`config.mk`:
```
export PLATFORM = sky130hd
export DESIGN_NAME = drd_corner
export DESIGN_NICKNAME = d
export VERILOG_FILES = /design/src/sv/drd_pkg.sv /design/src/sv/drd_corner.sv
export SDC_FILE = /design/constraint.sdc
export NUM_CORES = 2
export LEC_CHECK = 0
export ABC_AREA = 0
export BUFFER_PORTS_ARGS = -buffer_cell sky130_fd_sc_hd__buf_2
export CAP_MARGIN = 20
export CORE_ASPECT_RATIO = 0.75
export CORE_MARGIN = 2
export CORE_UTILIZATION = 40
export CTS_CLUSTER_DIAMETER = 100
export DETAILED_ROUTE_END_ITERATION = 10
export SLEW_MARGIN = 20
export SYNTH_ARGS = -nofsm -noshare
export SYNTH_HDL_FRONTEND = slang
export SYNTH_SLANG_ARGS = --single-unit
```
`constraint.sdc`:
```
create_clock -name aclk -period 10.6 [get_ports aclk]
set_input_delay 1.59 -clock aclk [delete_from_list [all_inputs] [get_ports aclk]]
set_output_delay 1.59 -clock aclk [all_outputs]
set_load 0.02 [all_outputs]
```
`src/sv/drd_pkg.sv`:
```
// ----------------------------------------------------------------------------
// drd_pkg
// Shared types and constants for the detector row decoder.
// ----------------------------------------------------------------------------
package drd_pkg;

    localparam int NUM_CLASSES = 8;
    localparam int BOX_FIELDS  = 4;
    localparam int BOX_IDX_W   = 2;
    localparam int ROW_LEN     = BOX_FIELDS + NUM_CLASSES;
    localparam int IDX_W       = $clog2(ROW_LEN);

    localparam int VAL_W    = 24;   // Q12.12 row element
    localparam int CLASS_W  = 8;
    localparam int THR_W    = 13;
    localparam int SCALE_W  = 24;   // Q8.16
    localparam int PAD_W    = 12;
    localparam int SIZE_W   = 14;
    localparam int POS_W    = 13;   // left / top
    localparam int CORNER_W = 14;   // right / bottom

    // corner in Q.13: 2*c +/- s - pad*8192 stays within +/- 2^26
    localparam int Q_W        = 27;
    localparam int MAG_W      = Q_W - 1;
    localparam int PROD_W     = MAG_W + SCALE_W;
    localparam int FRAC_SHIFT = 29;
    localparam int RMAG_W     = PROD_W - FRAC_SHIFT;
    localparam logic [PROD_W-1:0] ROUND_HALF = PROD_W'(1) << (FRAC_SHIFT - 1);
    localparam logic [SIZE_W-1:0] FRAME_MAX  = SIZE_W'(8192);

    localparam int CFG_IDX_W  = 3;
    localparam int CFG_DATA_W = 24;

    typedef enum logic [CFG_IDX_W-1:0] {
        CFG_CONF_THRESHOLD = 3'd0,
        CFG_INV_SCALE      = 3'd1,
        CFG_PAD_X          = 3'd2,
        CFG_PAD_Y          = 3'd3,
        CFG_FRAME_WIDTH    = 3'd4,
        CFG_FRAME_HEIGHT   = 3'd5
    } cfg_reg_t;

    localparam logic [THR_W-1:0]   THR_RESET    = THR_W'(1024);
    localparam logic [SCALE_W-1:0] SCALE_RESET  = SCALE_W'(65536);
    localparam logic [SIZE_W-1:0]  WIDTH_RESET  = SIZE_W'(1920);
    localparam logic [SIZE_W-1:0]  HEIGHT_RESET = SIZE_W'(1080);

    // one finished row that passed the threshold
    typedef struct packed {
        logic signed [Q_W-1:0] q_left;
        logic signed [Q_W-1:0] q_top;
        logic signed [Q_W-1:0] q_right;
        logic signed [Q_W-1:0] q_bottom;
        logic [CLASS_W-1:0]    label;
        logic [VAL_W-1:0]      score;
    } row_rec_t;

endpackage

```
`src/sv/drd_corner.sv`:
```
// ----------------------------------------------------------------------------
// drd_corner
// One corner lane: scale by inv_scale, round half away from zero, clamp.
// ----------------------------------------------------------------------------
module drd_corner (
    input  logic                               aclk,
    input  logic                               en_mul,
    input  logic                               en_clamp,
    input  logic signed [drd_pkg::Q_W-1:0]     q,
    input  logic [drd_pkg::SCALE_W-1:0]        inv_scale,
    input  logic [drd_pkg::SIZE_W-1:0]         size,
    output logic [drd_pkg::POS_W-1:0]          px
);

    logic [drd_pkg::PROD_W-1:0] prod_reg, prod_next;
    logic                       neg_reg;
    logic [drd_pkg::POS_W-1:0]  px_reg, px_next;

    logic [drd_pkg::Q_W-1:0]    q_abs;
    logic [drd_pkg::PROD_W-1:0] rounded;
    logic [drd_pkg::RMAG_W-1:0] rmag;
    logic [drd_pkg::SIZE_W-1:0] size_c;
    logic [drd_pkg::POS_W-1:0]  limit;

    always_comb begin
        q_abs     = q[drd_pkg::Q_W-1] ? drd_pkg::Q_W'(-q) : drd_pkg::Q_W'(q);
        prod_next = q_abs[drd_pkg::MAG_W-1:0] * inv_scale;
    end

    always_comb begin
        rounded = prod_reg + drd_pkg::ROUND_HALF;
        rmag    = rounded[drd_pkg::PROD_W-1:drd_pkg::FRAC_SHIFT];
        size_c  = (size > drd_pkg::FRAME_MAX) ? drd_pkg::FRAME_MAX : size;
        limit   = (size_c == '0) ? '0 : drd_pkg::POS_W'(size_c - 1'b1);
        // negative corners round toward or below zero, both clamp to zero
        if (neg_reg) begin
            px_next = '0;
        end else if (rmag > drd_pkg::RMAG_W'(limit)) begin
            px_next = limit;
        end else begin
            px_next = drd_pkg::POS_W'(rmag);
        end
    end

    always_ff @(posedge aclk) begin
        if (en_mul) begin
            prod_reg <= prod_next;
            neg_reg  <= q[drd_pkg::Q_W-1];
        end
        if (en_clamp) begin
            px_reg <= px_next;
        end
    end

    assign px = px_reg;

endmodule

```
==> impl_table.tex <==
\begin{tabular}{lr}
\hline
Metric & Value \\
\hline
\multicolumn{2}{l}{\textbf{Status}} \\
\quad Run status & finished clean \\
\multicolumn{2}{l}{\textbf{Timing}} \\
\quad Share of the clock period used by the worst path after layout & 96.8\% \\
\quad Transition time at the pin with the least slew margin & 1.14 ns \\
\quad Max-slew violation count & 0 \\
\quad Max Clock Skew & 0.00613 ns \\
\quad Setup repair after global routing missed its margin & no \\
\quad Fin crit period & 10.26 ns \\
\quad Relative slew margins & 23.8\% \\
\quad Count of final setup violators & 0 \\
\quad Achievable frequency & 97.5 MHz \\
\quad Number of hold-slack violations in the final timing report & 0 \\
\multicolumn{2}{l}{\textbf{Detailed routing}} \\
\quad Drt pass-1 iters & 6 \\
\quad Detail-routed via count per cell & 5.10 \\
\quad Metal2 WL & 26.6 mm \\
\quad Number of antenna-violating nets in the routed design & 0 \\
\quad Final routed wirelength across all metal layers & 63.8 mm \\
\quad Iteration-0 DRC Markers & 1,107 \\
\quad Vias after detailed routing & 16.8k \\
\quad Remaining DRCs & 0 \\
\quad Length of routed wiring on met1 & 29.6 mm \\
\quad Post-detailed-route wirelength per cell & 19.4 µm \\
\quad Uppermost metal layer occupied by signal nets & met4 \\
\quad Total length of routed met3 wires & 6.94 mm \\
\multicolumn{2}{l}{\textbf{Global route}} \\
\quad Antenna violations before repair & 3 \\
\quad Largest net degree at the start of global routing & 27 \\
\quad First-pass GRT wire length & 103 mm \\
\quad Via count of the first global-routing pass & 18.4k \\
\quad Global router's overall resource usage & 22.5\% \\
\quad GRT overflow & 0 \\
\multicolumn{2}{l}{\textbf{Critical path}} \\
\quad Critical path capture point type & register \\
\quad Required time of the worst setup path & 10.72 ns \\
\quad Arrival time worst endpoint & 10.39 ns \\
\quad Maximum single-stage delay on the critical path & 0.59 ns \\
\quad Slowest stage cell on the critical path & a2111oi\_1 \\
\quad Critical Path Fanout Max & 8 \\
\quad Setup crit start kind & primary input \\
\quad Setup CP Type & primary input to register \\
\quad Top cell by count, worst path & fa\_1 \\
\multicolumn{2}{l}{\textbf{Finish}} \\
\quad Share of the core filled with cells in the final layout & 43.4\% \\
\quad Total area of sequential cells & 0.00108 mm² \\
\quad Filler cell count & 5,417 \\
\quad Flip-flop count of the largest register after layout & 22 \\
\quad Multi-input gate area in the final layout & 0.0191 mm² \\
\quad Area added between synthesis and finish & 6.75\% \\
\quad Layout cell share with drive strength beyond 1 & 6.42\% \\
\quad Total Nets Final & 3,336 \\
\quad Non-filler instance count after layout & 3,288 \\
\multicolumn{2}{l}{\textbf{Flow run}} \\
\quad \# Max-Cap Violations & 0 \\
\multicolumn{2}{l}{\textbf{Logic synthesis}} \\
\quad Number of distinct library cells after synthesis & 64 \\
\quad Async set-or-reset flop fraction in the synthesized netlist & 0\% \\
\quad Post-Syn Area & 0.0228 mm² \\
\quad Portion of the post-synthesis area used by sequential elements & 4.74\% \\
\quad Post-synth EDFFs & 36 \\
\quad Ys flop type & edfxtp\_1 \\
\quad Post-synth net total & 3,327 \\
\quad Post-Syn Area per Cell & 8.95 µm² \\
\quad Synth warnings & 0 \\
\quad Gate count of the mapped netlist & 2,546 \\
\quad Flip-flop and latch count after synthesis & 36 \\
\multicolumn{2}{l}{\textbf{Clock tree}} \\
\quad Number of buffers created by CTS & 5 \\
\quad Maximum buffer depth of the clock tree & 2 \\
\quad Buffer type at the clock tree root & clkbuf\_16 \\
\quad Count of buffers added by post-CTS timing repair for setup & 0 \\
\quad TritonCTS clock tree & done \\
\quad Number of sinks on the clock net & 36 \\
\quad Level count of the clock H-tree & 2 \\
\quad Skew-Pair Late Insertion Delay & 0.28 ns \\
\quad Clk pin slew, worst setup/hold paths & 0.06 ns \\
\multicolumn{2}{l}{\textbf{Worst hold path}} \\
\quad Worst Hold Class & register to register \\
\multicolumn{2}{l}{\textbf{Placement}} \\
\quad DP Wirelength & 51.7 mm \\
\quad Placed Instances & 3,279 \\
\quad Global placer's final weighted congestion & 0.924 \\
\quad Number of buffer cells added on primary ports & 80 \\
\multicolumn{2}{l}{\textbf{Floorplanning}} \\
\quad Die area & 0.0589 mm² \\
\quad I/O pin count & 81 \\
\quad Num rows & 75 \\
\quad Width of the chip & 280 µm \\
\quad Core area & 0.0561 mm² \\
\quad Die span in y & 211 µm \\
\quad Starting Density & 40.6\% \\
\hline
\end{tabular}
[Yosys cell counts, drive strengths merged (3+ instances only)]
cell type | count | area (µm²)
inv | 638 | 2390
fa | 525 | 10500
and2 | 352 | 2230
nand2 | 297 | 1110
ha | 188 | 2350
clkbuf | 103 | 387
xnor2 | 46 | 403
a21oi | 40 | 200
edfxtp | 36 | 1080
nor2 | 36 | 135
o21ai | 29 | 145
nor2b | 28 | 175
nand2b | 24 | 158
a21o | 21 | 158
and3 | 18 | 113
xor2 | 18 | 158
nand3 | 16 | 80.1
nor3 | 13 | 65.1
nand4 | 10 | 62.6
a211oi | 9 | 67.6
a31oi | 9 | 56.3
o31ai | 9 | 95.1
buf | 8 | 41.3
or4 | 7 | 60.1
o211ai | 5 | 37.5
o21a | 5 | 37.5
a2111oi | 4 | 35.0
and4 | 4 | 35.0
o21bai | 4 | 30.0
or2 | 4 | 25.0
mux2i | 3 | 30.0
o221ai | 3 | 26.3
o31a | 3 | 26.3
[worst max-delay path: cells and delay by family]
family	cells	cell delay, ns
xor gates and xnor gates	1	0.24
and+or+nand+nor	6	1.71
buffers and inverters	5	0.50
AOI/OAI and AO/OA	9	2.42
adders and majority gates	8	3.90
[per-layer routing]
layer	up-vias	track usage, %
met2	680	32.9
met3	45	6.80
met4	0	3.23
li1	7517	-
met1	8520	33.4
met5	-	0
[stage by stage]
stage	hold WS, ns	TNS, ns	setup slack, ns	cell area, µm²
after detailed placement	0.777	-0.0716	-0.0443	24200
after floorplan	0.577	0	0.769	22800
final	0.776	0	0.339	24300
after global placement	0.766	0	0.0345	24100
after global routing	0.800	0	0.0314	24300
after CTS	0.777	0	0.224	24300
[final cells by class]
| class | instances | area share (%) |
|---|---|---|
| repair buffers | 113 | 2.66 |
| multi-input cells | 1761 | 78.6 |
| inverters | 638 | 9.84 |
| diodes | 1 | 0.0103 |
| clock inverters | 3 | 0.175 |
| flip-flops and latches | 36 | 4.44 |
| clock buffers | 5 | 0.514 |
| well taps | 731 | 3.76 |
[path summary, 6_finish.rpt]
kind	from	endpoint	slack, ns	cells past startpoint
min reg2reg	prod_reg[40]$_DFFE_PP_	px[11]$_SDFFCE_PP0P_	0.78	3
min	prod_reg[40]$_DFFE_PP_	px[11]$_SDFFCE_PP0P_	0.78	3
max reg2reg	prod_reg[34]$_DFFE_PP_	px[10]$_SDFFCE_PP0P_	6.13	10
max	q[10]	prod_reg[49]$_DFFE_PP_	0.34	29
[cell usage in the layout, fill, tap and decap left out, types with 15 or more instances in the layout]
cell type / instances
nand3_1: 16
nor2_1: 36
xor2_1: 15
nand2_1: 297
xnor2_1: 27
and3_1: 18
ha_1: 188
a21o_1: 21
nor2b_1: 28
inv_1: 638
nand2b_1: 23
fa_1: 525
o21ai_0: 28
edfxtp_1: 36
buf_2: 80
buf_4: 33
and2_1: 342
a21oi_1: 40
[cell families after synthesis]
| family | share of synthesized area (%) |
|---|---|
| simple gates | 18.9 |
| buf+inv | 12.4 |
| fa+ha+maj | 56.4 |
| compound gates | 4.97 |
| xor+xnor | 2.46 |
| flops | 4.74 |
| mux | 0.132 |
[what timing repair did]
action | in CTS | in global routing
endpoints found under the setup margin | 0 | 2
gates resized for setup | 0 | 1
hold buffers | 0 | 0
Power is not shown: default switching activity piles up to over one toggle a cycle in this logic, so the estimate is an artifact.
