**src/sv/drd_pkg.sv**
```systemverilog
// ----------------------------------------------------------------------------
// drd_pkg
// Shared types and constants for the detector row decoder.
// ----------------------------------------------------------------------------
package drd_pkg;

    localparam int NUM_CLASSES = 8;
    localparam int BOX_FIELDS  = 4;
    localparam int BOX_IDX_W   = 2;
    localparam int ROW_LEN     = BOX_FIELDS + NUM_CLASSES;
    localparam int IDX_W       = $clog2(ROW_LEN);

    localparam int VAL_W    = 24;   // Q12.12 row element
    localparam int CLASS_W  = 8;
    localparam int THR_W    = 13;
    localparam int SCALE_W  = 24;   // Q8.16
    localparam int PAD_W    = 12;
    localparam int SIZE_W   = 14;
    localparam int POS_W    = 13;   // left / top
    localparam int CORNER_W = 14;   // right / bottom

    // corner in Q.13: 2*c +/- s - pad*8192 stays within +/- 2^26
    localparam int Q_W        = 27;
    localparam int MAG_W      = Q_W - 1;
    localparam int PROD_W     = MAG_W + SCALE_W;
    localparam int FRAC_SHIFT = 29;
    localparam int RMAG_W     = PROD_W - FRAC_SHIFT;
    localparam logic [PROD_W-1:0] ROUND_HALF = PROD_W'(1) << (FRAC_SHIFT - 1);
    localparam logic [SIZE_W-1:0] FRAME_MAX  = SIZE_W'(8192);

    localparam int CFG_IDX_W  = 3;
    localparam int CFG_DATA_W = 24;

    typedef enum logic [CFG_IDX_W-1:0] {
        CFG_CONF_THRESHOLD = 3'd0,
        CFG_INV_SCALE      = 3'd1,
        CFG_PAD_X          = 3'd2,
        CFG_PAD_Y          = 3'd3,
        CFG_FRAME_WIDTH    = 3'd4,
        CFG_FRAME_HEIGHT   = 3'd5
    } cfg_reg_t;

    localparam logic [THR_W-1:0]   THR_RESET    = THR_W'(1024);
    localparam logic [SCALE_W-1:0] SCALE_RESET  = SCALE_W'(65536);
    localparam logic [SIZE_W-1:0]  WIDTH_RESET  = SIZE_W'(1920);
    localparam logic [SIZE_W-1:0]  HEIGHT_RESET = SIZE_W'(1080);

    // one finished row that passed the threshold
    typedef struct packed {
        logic signed [Q_W-1:0] q_left;
        logic signed [Q_W-1:0] q_top;
        logic signed [Q_W-1:0] q_right;
        logic signed [Q_W-1:0] q_bottom;
        logic [CLASS_W-1:0]    label;
        logic [VAL_W-1:0]      score;
    } row_rec_t;

endpackage

```
**src/sv/drd_row_track.sv**
```systemverilog
// ----------------------------------------------------------------------------
// drd_row_track
// Row position, box capture and running argmax; forms the Q.13 corners of a
// row that passes the threshold.
// ----------------------------------------------------------------------------
module drd_row_track (
    input  logic                           aclk,
    input  logic                           aresetn,
    input  logic                           i_valid,
    output logic                           i_ready,
    input  logic [drd_pkg::VAL_W-1:0]      i_value,
    input  logic [drd_pkg::THR_W-1:0]      conf_threshold,
    input  logic [drd_pkg::PAD_W-1:0]      pad_x,
    input  logic [drd_pkg::PAD_W-1:0]      pad_y,
    output logic                           o_valid,
    input  logic                           o_ready,
    output drd_pkg::row_rec_t              o_rec
);

    logic [drd_pkg::IDX_W-1:0]   idx_reg, idx_next;
    logic [drd_pkg::VAL_W-1:0]   box_reg [drd_pkg::BOX_FIELDS];
    logic [drd_pkg::VAL_W-1:0]   best_score_reg, best_score_next;
    logic [drd_pkg::CLASS_W-1:0] best_class_reg, best_class_next;
    logic                        found_reg, found_next;
    logic                        o_valid_reg, o_valid_next;
    drd_pkg::row_rec_t           rec_reg, rec_next;

    logic                        take;
    logic                        is_box;
    logic                        is_last;
    logic                        gt;
    logic                        emit;
    logic [drd_pkg::VAL_W-1:0]   cand_score;
    logic [drd_pkg::CLASS_W-1:0] cand_class;
    logic                        cand_found;

    function automatic logic signed [drd_pkg::Q_W-1:0] corner_q(
        input logic [drd_pkg::VAL_W-1:0] c,
        input logic [drd_pkg::VAL_W-1:0] s,
        input logic                      plus,
        input logic [drd_pkg::PAD_W-1:0] pad
    );
        logic signed [drd_pkg::Q_W-1:0] base;
        logic signed [drd_pkg::Q_W-1:0] sz;
        base = $signed({2'b00, c, 1'b0}) - $signed({2'b00, pad, 13'b0});
        sz   = $signed({3'b000, s});
        return plus ? base + sz : base - sz;
    endfunction

    assign i_ready = !o_valid_reg || o_ready;
    assign take    = i_valid && i_ready;
    assign is_box  = idx_reg < drd_pkg::IDX_W'(drd_pkg::BOX_FIELDS);
    assign is_last = idx_reg == drd_pkg::IDX_W'(drd_pkg::ROW_LEN - 1);
    assign gt      = i_value > best_score_reg;

    always_comb begin
        cand_score = gt ? i_value : best_score_reg;
        cand_class = gt ? drd_pkg::CLASS_W'(idx_reg - drd_pkg::IDX_W'(drd_pkg::BOX_FIELDS))
                        : best_class_reg;
        cand_found = found_reg || gt;
        emit       = is_last && cand_found
                     && (cand_score >= drd_pkg::VAL_W'(conf_threshold));
    end

    always_comb begin
        idx_next        = idx_reg;
        best_score_next = best_score_reg;
        best_class_next = best_class_reg;
        found_next      = found_reg;
        if (take) begin
            if (is_last) begin
                idx_next        = '0;
                best_score_next = '0;
                best_class_next = '0;
                found_next      = 1'b0;
            end else begin
                idx_next = idx_reg + 1'b1;
                if (!is_box) begin
                    best_score_next = cand_score;
                    best_class_next = cand_class;
                    found_next      = cand_found;
                end
            end
        end
    end

    always_comb begin
        o_valid_next = o_valid_reg;
        rec_next     = rec_reg;
        if (take && emit) begin
            o_valid_next      = 1'b1;
            rec_next.q_left   = corner_q(box_reg[0], box_reg[2], 1'b0, pad_x);
            rec_next.q_top    = corner_q(box_reg[1], box_reg[3], 1'b0, pad_y);
            rec_next.q_right  = corner_q(box_reg[0], box_reg[2], 1'b1, pad_x);
            rec_next.q_bottom = corner_q(box_reg[1], box_reg[3], 1'b1, pad_y);
            rec_next.label    = cand_class;
            rec_next.score    = cand_score;
        end else if (o_ready) begin
            o_valid_next = 1'b0;
        end
    end

    always_ff @(posedge aclk) begin
        if (!aresetn) begin
            idx_reg        <= '0;
            best_score_reg <= '0;
            best_class_reg <= '0;
            found_reg      <= 1'b0;
            o_valid_reg    <= 1'b0;
        end else begin
            idx_reg        <= idx_next;
            best_score_reg <= best_score_next;
            best_class_reg <= best_class_next;
            found_reg      <= found_next;
            o_valid_reg    <= o_valid_next;
        end
    end

    always_ff @(posedge aclk) begin
        rec_reg <= rec_next;
        if (take && is_box) begin
            box_reg[idx_reg[drd_pkg::BOX_IDX_W-1:0]] <= i_value;
        end
    end

    assign o_valid = o_valid_reg;
    assign o_rec   = rec_reg;

`ifndef NO_ASSERTIONS
    a_idx_range: assert property (@(posedge aclk) disable iff (!aresetn)
        idx_reg <= drd_pkg::IDX_W'(drd_pkg::ROW_LEN - 1))
        else $error("row position past end of row");

    a_no_best_zero: assert property (@(posedge aclk) disable iff (!aresetn)
        !found_reg |-> (best_score_reg == '0))
        else $error("best score set without a winning class");

    a_row_restart: assert property (@(posedge aclk) disable iff (!aresetn)
        take && is_last |=> (idx_reg == '0) && !found_reg)
        else $error("row state not cleared after last score");
`endif

endmodule

```
**config.mk**
```make
export PLATFORM = sky130hd
export DESIGN_NAME = drd_row_track
export DESIGN_NICKNAME = d
export VERILOG_FILES = /design/src/sv/drd_pkg.sv /design/src/sv/drd_row_track.sv
export SDC_FILE = /design/constraint.sdc
export NUM_CORES = 1
export LEC_CHECK = 0
export BUFFER_PORTS_ARGS = -buffer_cell sky130_fd_sc_hd__buf_4
export CORE_MARGIN = 2
export CORE_UTILIZATION = 40
export CTS_BUF_LIST = sky130_fd_sc_hd__clkbuf_2 sky130_fd_sc_hd__clkbuf_4 sky130_fd_sc_hd__clkbuf_8
export CTS_CLUSTER_DIAMETER = 120
export DETAILED_ROUTE_END_ITERATION = 10
export HOLD_SLACK_MARGIN = 0.08
export PLACE_DENSITY = 0.69
export SKIP_CTS_REPAIR_TIMING = 1
export SLEW_MARGIN = 0
export SYNTH_ARGS = -nofsm -noshare
export SYNTH_HDL_FRONTEND = slang
export SYNTH_SLANG_ARGS = --single-unit
```
**constraint.sdc**
```tcl
create_clock -name aclk -period 17.1 [get_ports aclk]
set_input_delay 1.71 -clock aclk [delete_from_list [all_inputs] [get_ports aclk]]
set_output_delay 1.71 -clock aclk [all_outputs]
set_load 0.02 [all_outputs]
```
==> out/metrics.yaml, run 1 <==
placementRows: 72
gr-total-overflow: 0
layout.cells.most_common: "edfxtp_1"
firstDrtPassIters: 5
fin_worst_skew_ps: 32.33
finalCritPeriodShare_pct: 44.35
worstSetupPathType: "input port to flip-flop"
cts_htree_levels: 2
synth_nets: 1667
ioPinCount: 207
place.gp.congestion: 0.9095
post-route-min-period_ps: 7583
synth_area_leaders: "edfxtp_1 (45%), ha_1 (13%), inv_1 (4.8%)"
syn_to_final_growth_pct: 18.35
dr.first_iter.drc_count: 668
timing_hold_violations_final: 0
die_h_um: 202.6
r2r_setup_slack_ps: 10370
min_path_type: "flip-flop to flip-flop"
drv_cap: 0
synth_top_area_share_pct: 44.54
yosys_register_bits: 272
synth_cell_types: 81
reg2reg_from: "best_score_reg[13]$_SDFFE_PN0P_"
wl_per_cell_um: 16.71
slew_headroom_pct: 35.28
final_cells: 2208
cp_cell_sequence: "buf_4 -> ha_1 -> a21oi_1 -> nor2_1 -> a2111oi_0 -> a2111oi_0 -> a2111oi_2 -> a22o_2 -> buf_4 -> mux2i_1 -> inv_1 -> ha_1 -> o21ai_0 -> o21bai_1 -> a21oi_1 -> o21ai_0 -> a31o_2 -> o21ai_0 -> mux2_1 -> nor3_2 -> buf_4 -> buf_4"
peakVddDrop_mv: 0.04897
met3_usage_pct: 3.018
yosys.area.top_type: "edfxtp_1"
clock_latency_ps: 590
die_width_um: 202.6
synth_top_family_by_area: "compound AO/OA/AOI/OAI gates"
rr_endpoint: "o_rec[53]$_DFFE_PP_"
synthCells: 1437
yosysSeqAreaShare_pct: 49.37
final_cell_mix: "edfxtp_1 (234), buf_4 (215), inv_1 (203)"
status: "finished clean"
ys_async_sr_fraction_pct: 0
slowest_delay_ps: 760
power.leakage_nw: 7.794
drc_errors: 0
syn_avg_cell_area_um2: 10.98
fin_util_pct: 48.09
cp-endpoint: "o_rec[53]$_DFFE_PP_"
grt_setup_unrepaired: "false"
fmax_mhz: 131.9
largest_reg_flops: 138
clock-root-buffer: "clkbuf_8"
setup-violations-final: 0
placed_cells: 2128
worstRegToRegCells: 22
antenna_found_initial: 1
clk_path_buf_depth: 3
wirelength_mm: 36.90
fin_setup_tns_ps: 0
crit_required_ps: 17290
yosys.area_share.simple_pct: 9.438
use_met1_pct: 23.67
hold_depth: 2
p_total_mw: 1.626
synth-compound-area-share_pct: 14.27
numPortBuffers: 206
grt_busiest_layer: "met2"
use_met2_pct: 28.64
tritoncts: "done"
synth_area_um2: 15780
ys_warn_count: 0
initial_core_util_pct: 40.63
grt_max_degree: 74
drive_gt1_share_pct: 19.78
crit_slowest_cell: "buf_4"
hold_slack_ps: 455.5
cts-buffers-inserted: 44
cpMostUsedCell: "buf_4"
core-area_um2: 38830
first_global_vias: 10740
setup.worst_path.start: "i_value[9]"
start_kind: "input port"
cts_sinks: 272
arrival_ps: 7770
via_count: 11020
worst_pin_slew_ps: 970.9
synth-xor-area-share_pct: 5.385
cellPowerDensity_nw_per_um2: 87.08
synth_edf_count: 234
end_kind: "flip-flop"
dp_hpwl_mm: 28.16
grt_usage_pct: 17.65
grt_pass1_wl_mm: 57.19
viasPerCell: 4.991
clkTransAtPathRegs_ps: 60
slew_viol_final: 0
synthAdderAreaFrac_pct: 13.37
synth_ff_type: "edfxtp_1"
die_area_um2: 41040
worstPathMaxFanout: 73
nets: 1886
postRouteAntennaNets: 0
synthMuxAreaShare_pct: 1.848
## Yosys cell counts (all sizes together) (4+ instances only)
library cell and number:
edfxtp 234, inv 204, ha 159, nor2 106
a21oi 91, xnor2 78, o21ai 75, nand2 74
dfxtp 38, mux2i 28, nor3 27, nand2b 25
a21o 23, buf 21, clkbuf 21, xor2 19
nor2b 16, o21a 15, nand4 13, o21bai 13
o31ai 12, a211oi 10, a31oi 10, and3 10
o41ai 9, a221oi 8, nand3 8, or3 8
a2111oi 6, fa 6, nor4 6, o211ai 6
or2 6, a21boi 5, o31a 4, or4 4
## critical path: cells and delay by family
kind	cells	cell delay [ps]
AO/OA/AOI/OAI	11	2360
adder cells (fa/ha/maj)	2	580
buffers and inverters	5	2170
multiplexers	2	600
AND/OR/NAND/NOR	2	200
## stage by stage
| step | setup WS (ps) | instance area, µm² |
|---|---|---|
| after floorplan | 1967 | 15780 |
| after global placement | 8898 | 17810 |
| after detailed placement | 8768 | 17810 |
| after CTS | 9387 | 18670 |
| after global routing | 8944 | 18670 |
| final | 9517 | 18670 |
## kinds of logic after synthesis
group | after synthesis
xor+xnor | 97
fa+ha+maj | 165
buf+inv | 246
simple gates | 310
compound gates | 318
flops | 272
mux | 29
## how the worst min path moves through the flow
stage                                    from                              to  slack [ps]
5_1_grt        best_class_reg[6]$_SDFFE_PN0P_  best_class_reg[6]$_SDFFE_PN0P_         500
4_1_cts        best_class_reg[0]$_SDFFE_PN0P_  best_class_reg[0]$_SDFFE_PN0P_         460
3_3_place_gp   best_class_reg[6]$_SDFFE_PN0P_  best_class_reg[6]$_SDFFE_PN0P_         440
2_1_floorplan  best_class_reg[0]$_SDFFE_PN0P_  best_class_reg[0]$_SDFFE_PN0P_         420
6_report       best_class_reg[0]$_SDFFE_PN0P_  best_class_reg[0]$_SDFFE_PN0P_         460
3_5_place_dp   best_class_reg[0]$_SDFFE_PN0P_  best_class_reg[0]$_SDFFE_PN0P_         450
## layer usage
metal  vias up  part of all wire [%]
met3        71                   5.0
met5         -                     0
met2       287                    46
li1       5508                     -
met4         0                   3.1
met1      5154                    46
## layout make-up
class	count	area [µm²]
antenna	1	2.502
clock buffer	60	744.5
clock inverter	19	108.9
fill	3517	20160
inverter	204	765.7
multi-input combinational	919	6999
sequential	272	7787
tap	518	648.1
timing repair buffer	215	1614
## power breakdown
part	switching [mW]	internal (mW)	leakage (nW)
clock	0.261	0.285	0.441
combinational	0.192	0.136	4.92
sequential	0.00479	0.747	2.43
(Power assumes the default switching activity.)
==> run 2: changes to the inputs <==
PLACE_DENSITY = 0.71   (was 0.69)
clock period = 6.4 ns   (was 17.1 ns; I/O delays follow)
==> run 2 against run 1 <==
Sequential share of layout area is 0.57 points lower; highest routed layer unchanged; clock power grew to 2.8 times the previous value; die area stayed put; utilization increased by 0.66 points; wire length up 1.1%; clock skew is 11 ps lower; global-route usage up 0.30 points; largest cell class unchanged.
==> out/metrics.yaml, run 2 (same netlist as run 1, synthesis figures left out) <==
multi_input_area_um2: 7109
initial_core_util_pct: 40.63
clk_path_buf_depth: 3
cts_sinks: 272
slowest_delay_ps: 670
drc_errors: 0
largest_reg_flops: 138
min_path_type: "input port to flip-flop"
setup.worst_path.start: "best_score_reg[17]$_SDFFE_PN0P_"
timing_hold_violations_final: 0
layout.cells.most_common: "edfxtp_1"
worstPathMaxFanout: 34
wirelength_mm: 37.31
die_h_um: 202.6
clock_latency_ps: 590
start_kind: "flip-flop"
crit_required_ps: 6660
grt_pass1_wl_mm: 58.66
place.gp.congestion: 0.8830
die_area_um2: 41040
area.sequential_um2: 7787
antenna_found_initial: 1
firstDrtPassIters: 5
hold_slack_ps: 278.7
placementRows: 72
peakVddDrop_mv: 0.1213
path_depth: 19
postRouteAntennaNets: 0
syn_to_final_growth_pct: 19.98
dp_hpwl_mm: 28.97
numPortBuffers: 206
first_global_vias: 11030
fin_worst_skew_ps: 21.62
final_cell_mix: "edfxtp_1 (234), buf_4 (214), inv_1 (203)"
cts-buffers-inserted: 44
dr.first_iter.drc_count: 581
core-area_um2: 38830
tritoncts: "done"
via_count: 11060
die_width_um: 202.6
slew_headroom_pct: 48.12
rr_endpoint: "o_rec[82]$_DFFE_PP_"
status: "finished clean"
ioPinCount: 207
fmax_mhz: 187.4
p_total_mw: 4.436
end_kind: "flip-flop"
wl_per_cell_um: 16.86
grt_usage_pct: 17.96
r2r_setup_slack_ps: 1060
clkTransAtPathRegs_ps: 60
drv_cap: 0
cp-endpoint: "o_rec[82]$_DFFE_PP_"
path_delay_family: "compound AO/OA/AOI/OAI gates"
cts_htree_levels: 2
path_buf_inv: 4
crit_slowest_cell: "nor3_4"
cellPowerDensity_nw_per_um2: 234.4
clock-root-buffer: "clkbuf_8"
cp_cell_sequence: "inv_1 -> ha_4 -> a21o_1 -> a21o_1 -> a21oi_1 -> nor2_1 -> a2111oi_2 -> a22o_2 -> buf_4 -> mux2i_1 -> inv_1 -> ha_1 -> and4_1 -> a221o_1 -> a31o_2 -> o21ai_1 -> mux2_4 -> nor3_4 -> buf_12"
drive_gt1_share_pct: 20.60
power.leakage_nw: 7.881
viasPerCell: 4.996
reg2reg_from: "best_score_reg[17]$_SDFFE_PN0P_"
setup-violations-final: 0
slew_viol_final: 0
grt_max_degree: 35
worst_pin_slew_ps: 775.6
gr-total-overflow: 0
finalCritPeriodShare_pct: 83.39
grt_setup_unrepaired: "false"
worstSetupPathType: "flip-flop to flip-flop"
post-route-min-period_ps: 5337
nets: 1890
nFillCells: 3492
worstRegToRegCells: 19
arrival_ps: 5600
run 2: changes by cell type in the layout (fill, tap and decap cells not counted), sizes merged:
cell,previous run,this run
clkbuf,60,57
inv,206,207
bufinv,0,3
clkinv,13,16
clkinvlp,4,1
buf,215,219
run 2: worst min-delay path by stage:
stage,start,endpoint,slack (ps),cells past startpoint
2_1_floorplan,best_class_reg[0]$_SDFFE_PN0P_,best_class_reg[0]$_SDFFE_PN0P_,420,2
3_3_place_gp,best_class_reg[0]$_SDFFE_PN0P_,best_class_reg[0]$_SDFFE_PN0P_,440,2
3_5_place_dp,best_class_reg[4]$_SDFFE_PN0P_,best_class_reg[4]$_SDFFE_PN0P_,440,2
4_1_cts,i_value[1],box_reg[3][1]$_DFFE_PP_,240,1
5_1_grt,i_value[1],box_reg[1][1]$_DFFE_PP_,250,1
6_report,i_value[1],box_reg[3][1]$_DFFE_PP_,280,1
run 2: where the power goes:
group	internal, mW	switching [mW]	leakage (nW)
logic	0.368	0.509	4.97
clock network	0.855	0.695	0.479
registers	2.00	0.0131	2.43
total	3.22	1.22	7.88
run 2: worst reg2reg max path: stages, from the launching register on:
cell and delay, ps:
dfxtp_1 370, inv_1 90, ha_4 240, a21o_1 170
a21o_1 150, a21oi_1 160, nor2_1 80, a2111oi_2 410
a22o_2 550, buf_4 320, mux2i_1 260, inv_1 90
ha_1 300, and4_1 220, a221o_1 170, a31o_2 110
o21ai_1 50, mux2_4 280, nor3_4 670, buf_12 300
run 2: cell type report:
type / count / share of cell area (%)
Multi-Input combinational cell: 919 / 37.56
Timing Repair Buffer: 219 / 9.017
Antenna cell: 1 / 0.01322
Tap cell: 518 / 3.424
Clock inverter: 23 / 1.044
Inverter: 204 / 4.046
Sequential cell: 272 / 41.14
Clock buffer: 57 / 3.748
run 2: routing by layer:
layer  part of all wire, %  GRT usage (%)
met1                    46          23.84
met2                    47          29.87
met3                   4.1          2.777
met4                   2.8          6.361
met5                     0              0
run 2: stage by stage:
step	setup WS (ps)	instances	TNS, ps	instance area (µm²)	util, %
floorplan	-902.3	1437	-124520	15900	-
global placement	820.9	2132	0	18020	46.40
detailed placement	699.5	2132	0	18020	46.40
CTS	1018	2212	0	18920	48.74
global route	721.3	2213	0	18930	48.75
finish	1063	2213	0	18930	48.75
==> run 3: changes to the inputs <==
ABC_AREA = 1   (was default)
PLACE_DENSITY = 0.69   (was 0.71)
clock period = 5.3 ns   (was 6.4 ns; I/O delays follow)
==> run 3 against run 2 <==
Critical endpoint is now o_rec[72]$_DFFE_PP_; critical path type unchanged; register-to-register slack got worse by 300 ps; non-clock buffer count decreased by 5; synthesized area increased by 2.0%; largest power group unchanged; final area increased by 2.1%; utilization decreased by 0.12 points; via count increased by 8.8%; first-iteration DRC count increased by 15%; clock power increased by 35%.
==> out/metrics.yaml, run 3 <==
power.leakage_nw: 8.482
synth_area_um2: 16090
core-area_um2: 39730
clock-root-buffer: "clkbuf_8"
final_cell_mix: "inv_1 (282), nand2_1 (274), edfxtp_1 (234)"
yosys_register_bits: 272
grt_setup_unrepaired: "false"
dp_hpwl_mm: 33.46
fmax_mhz: 220.4
peakVddDrop_mv: 0.1913
syn_to_final_growth_pct: 20.04
worstSetupPathType: "flip-flop to flip-flop"
clk_path_buf_depth: 3
cellPowerDensity_nw_per_um2: 296.1
finalCritPeriodShare_pct: 85.59
clock_latency_ps: 630
slowest_delay_ps: 370
grt_max_degree: 74
place.gp.congestion: 0.8673
ys_warn_count: 0
nets: 2114
syn_avg_cell_area_um2: 9.620
synth_area_leaders: "edfxtp_1 (44%), ha_1 (12%), inv_1 (6.6%)"
synth_cell_types: 51
area.sequential_um2: 7787
arrival_ps: 4850
synthCells: 1673
antenna_found_initial: 2
timing_hold_violations_final: 0
synth_most_common_cell: "inv_1"
nFillCells: 3667
tritoncts: "done"
yosysSeqAreaShare_pct: 48.39
worst_pin_slew_ps: 1092
grt_pass1_wl_mm: 65.39
r2r_setup_slack_ps: 760
end_kind: "flip-flop"
fin_worst_skew_ps: 27.84
firstDrtPassIters: 5
layout.cells.most_common: "inv_1"
die_area_um2: 41860
slew_headroom_pct: 26.74
multi_input_area_um2: 7143
drv_cap: 0
start_kind: "flip-flop"
wirelength_mm: 42.96
slew_viol_final: 0
crit_required_ps: 5610
post-route-min-period_ps: 4536
dr.first_iter.drc_count: 669
synth_nets: 1903
die_width_um: 204.6
synth_edf_count: 234
synth_top_area_share_pct: 43.66
worstPathMaxFanout: 73
cpMostUsedCell: "nand2_1"
clkTransAtPathRegs_ps: 60
cts_htree_levels: 2
p_total_mw: 5.720
yosys.area.top_type: "edfxtp_1"
via_count: 12030
ioPinCount: 207
grt_usage_pct: 20.49
status: "finished clean"
placementRows: 73
fin_util_pct: 48.63
crit_slowest_cell: "buf_4"
viasPerCell: 4.920
wl_per_cell_um: 17.56
numPortBuffers: 206
netlist_top_cells_count: "inv_1 (283), nand2_1 (277), edfxtp_1 (234), a21oi_1 (172), ha_1 (159)"
die_h_um: 204.6
initial_core_util_pct: 40.51
min_path_type: "input port to flip-flop"
postRouteAntennaNets: 0
cts_sinks: 272
synth_ff_type: "edfxtp_1"
drive_gt1_share_pct: 19.63
hold_slack_ps: 140.7
ys_async_sr_fraction_pct: 0
setup-violations-final: 0
gr-total-overflow: 0
n_antenna_cell: 0
cp_cell_sequence: "inv_1 -> ha_1 -> nand2_1 -> nor2_1 -> nand2_1 -> nand2_1 -> nand2_2 -> nand3_4 -> nand2_4 -> inv_4 -> buf_4 -> nand2_2 -> o21ai_2 -> ha_1 -> a21oi_1 -> nor3_1 -> a211oi_1 -> nand2_1 -> nand2_1 -> nand2_1 -> nand2_2 -> clkinvlp_4 -> buf_12"
first_global_vias: 11880
cts-buffers-inserted: 45
drc_errors: 0
largest_reg_flops: 138
[run 3: critical path: cells and delay by family, from the launching register on]
family | cells | cell delay [ps]
fa+ha+maj | 2 | 570
compound gates | 3 | 470
buf+inv | 5 | 1330
simple gates | 13 | 1410
flops | 1 | 350
[run 3: cells by family after synthesis]
logic type | Yosys count | synth area share (%)
DFF | 272 | 48.39
AOI/OAI and AO/OA | 309 | 11.19
and+or+nand+nor | 473 | 12.50
buffers and inverters | 338 | 8.404
adders and majority gates | 165 | 13.11
xor gates and xnor gates | 116 | 6.406
[run 3: final timing paths]
| kind | start | cells past startpoint | end |
|---|---|---|---|
| setup / recovery | best_score_reg[7]$_SDFFE_PN0P_ | 23 | o_rec[72]$_DFFE_PP_ |
| hold / removal | i_value[2] | 1 | box_reg[2][2]$_DFFE_PP_ |
| setup reg to reg | best_score_reg[7]$_SDFFE_PN0P_ | 23 | o_rec[72]$_DFFE_PP_ |
| hold reg to reg | best_class_reg[1]$_SDFFE_PN0P_ | 2 | best_class_reg[1]$_SDFFE_PN0P_ |
[run 3: per-stage QoR]
stage	setup WS [ps]	cells	TNS, ps	area, µm²
2_1_floorplan	-130.1	1673	-17950	16260
3_3_place_gp	637.5	2362	0	18290
3_5_place_dp	580.0	2362	0	18290
4_1_cts	820.0	2446	0	19320
5_1_grt	418.7	2446	0	19320
6_report	763.6	2446	0	19320
[run 3: final cells by class]
class / instances / share of cell area, %
Sequential cell: 272 / 40.31
Multi-Input combinational cell: 1063 / 36.97
Timing Repair Buffer: 214 / 8.380
Inverter: 288 / 5.628
Clock buffer: 65 / 4.080
Tap cell: 525 / 3.400
Clock inverter: 19 / 1.230
[run 3: layer usage]
metal	wire length (µm)	global-route usage (%)
met5	0	0
met4	1253	7.635
met3	2117	2.657
met2	20510	34.47
met1	19080	26.95
[run 3: power breakdown]
| group | leakage, nW | switching (mW) | internal (mW) |
|---|---|---|---|
| combinational | 5.51 | 0.772 | 0.408 |
| clock | 0.541 | 0.880 | 1.21 |
| sequential | 2.43 | 0.0211 | 2.42 |
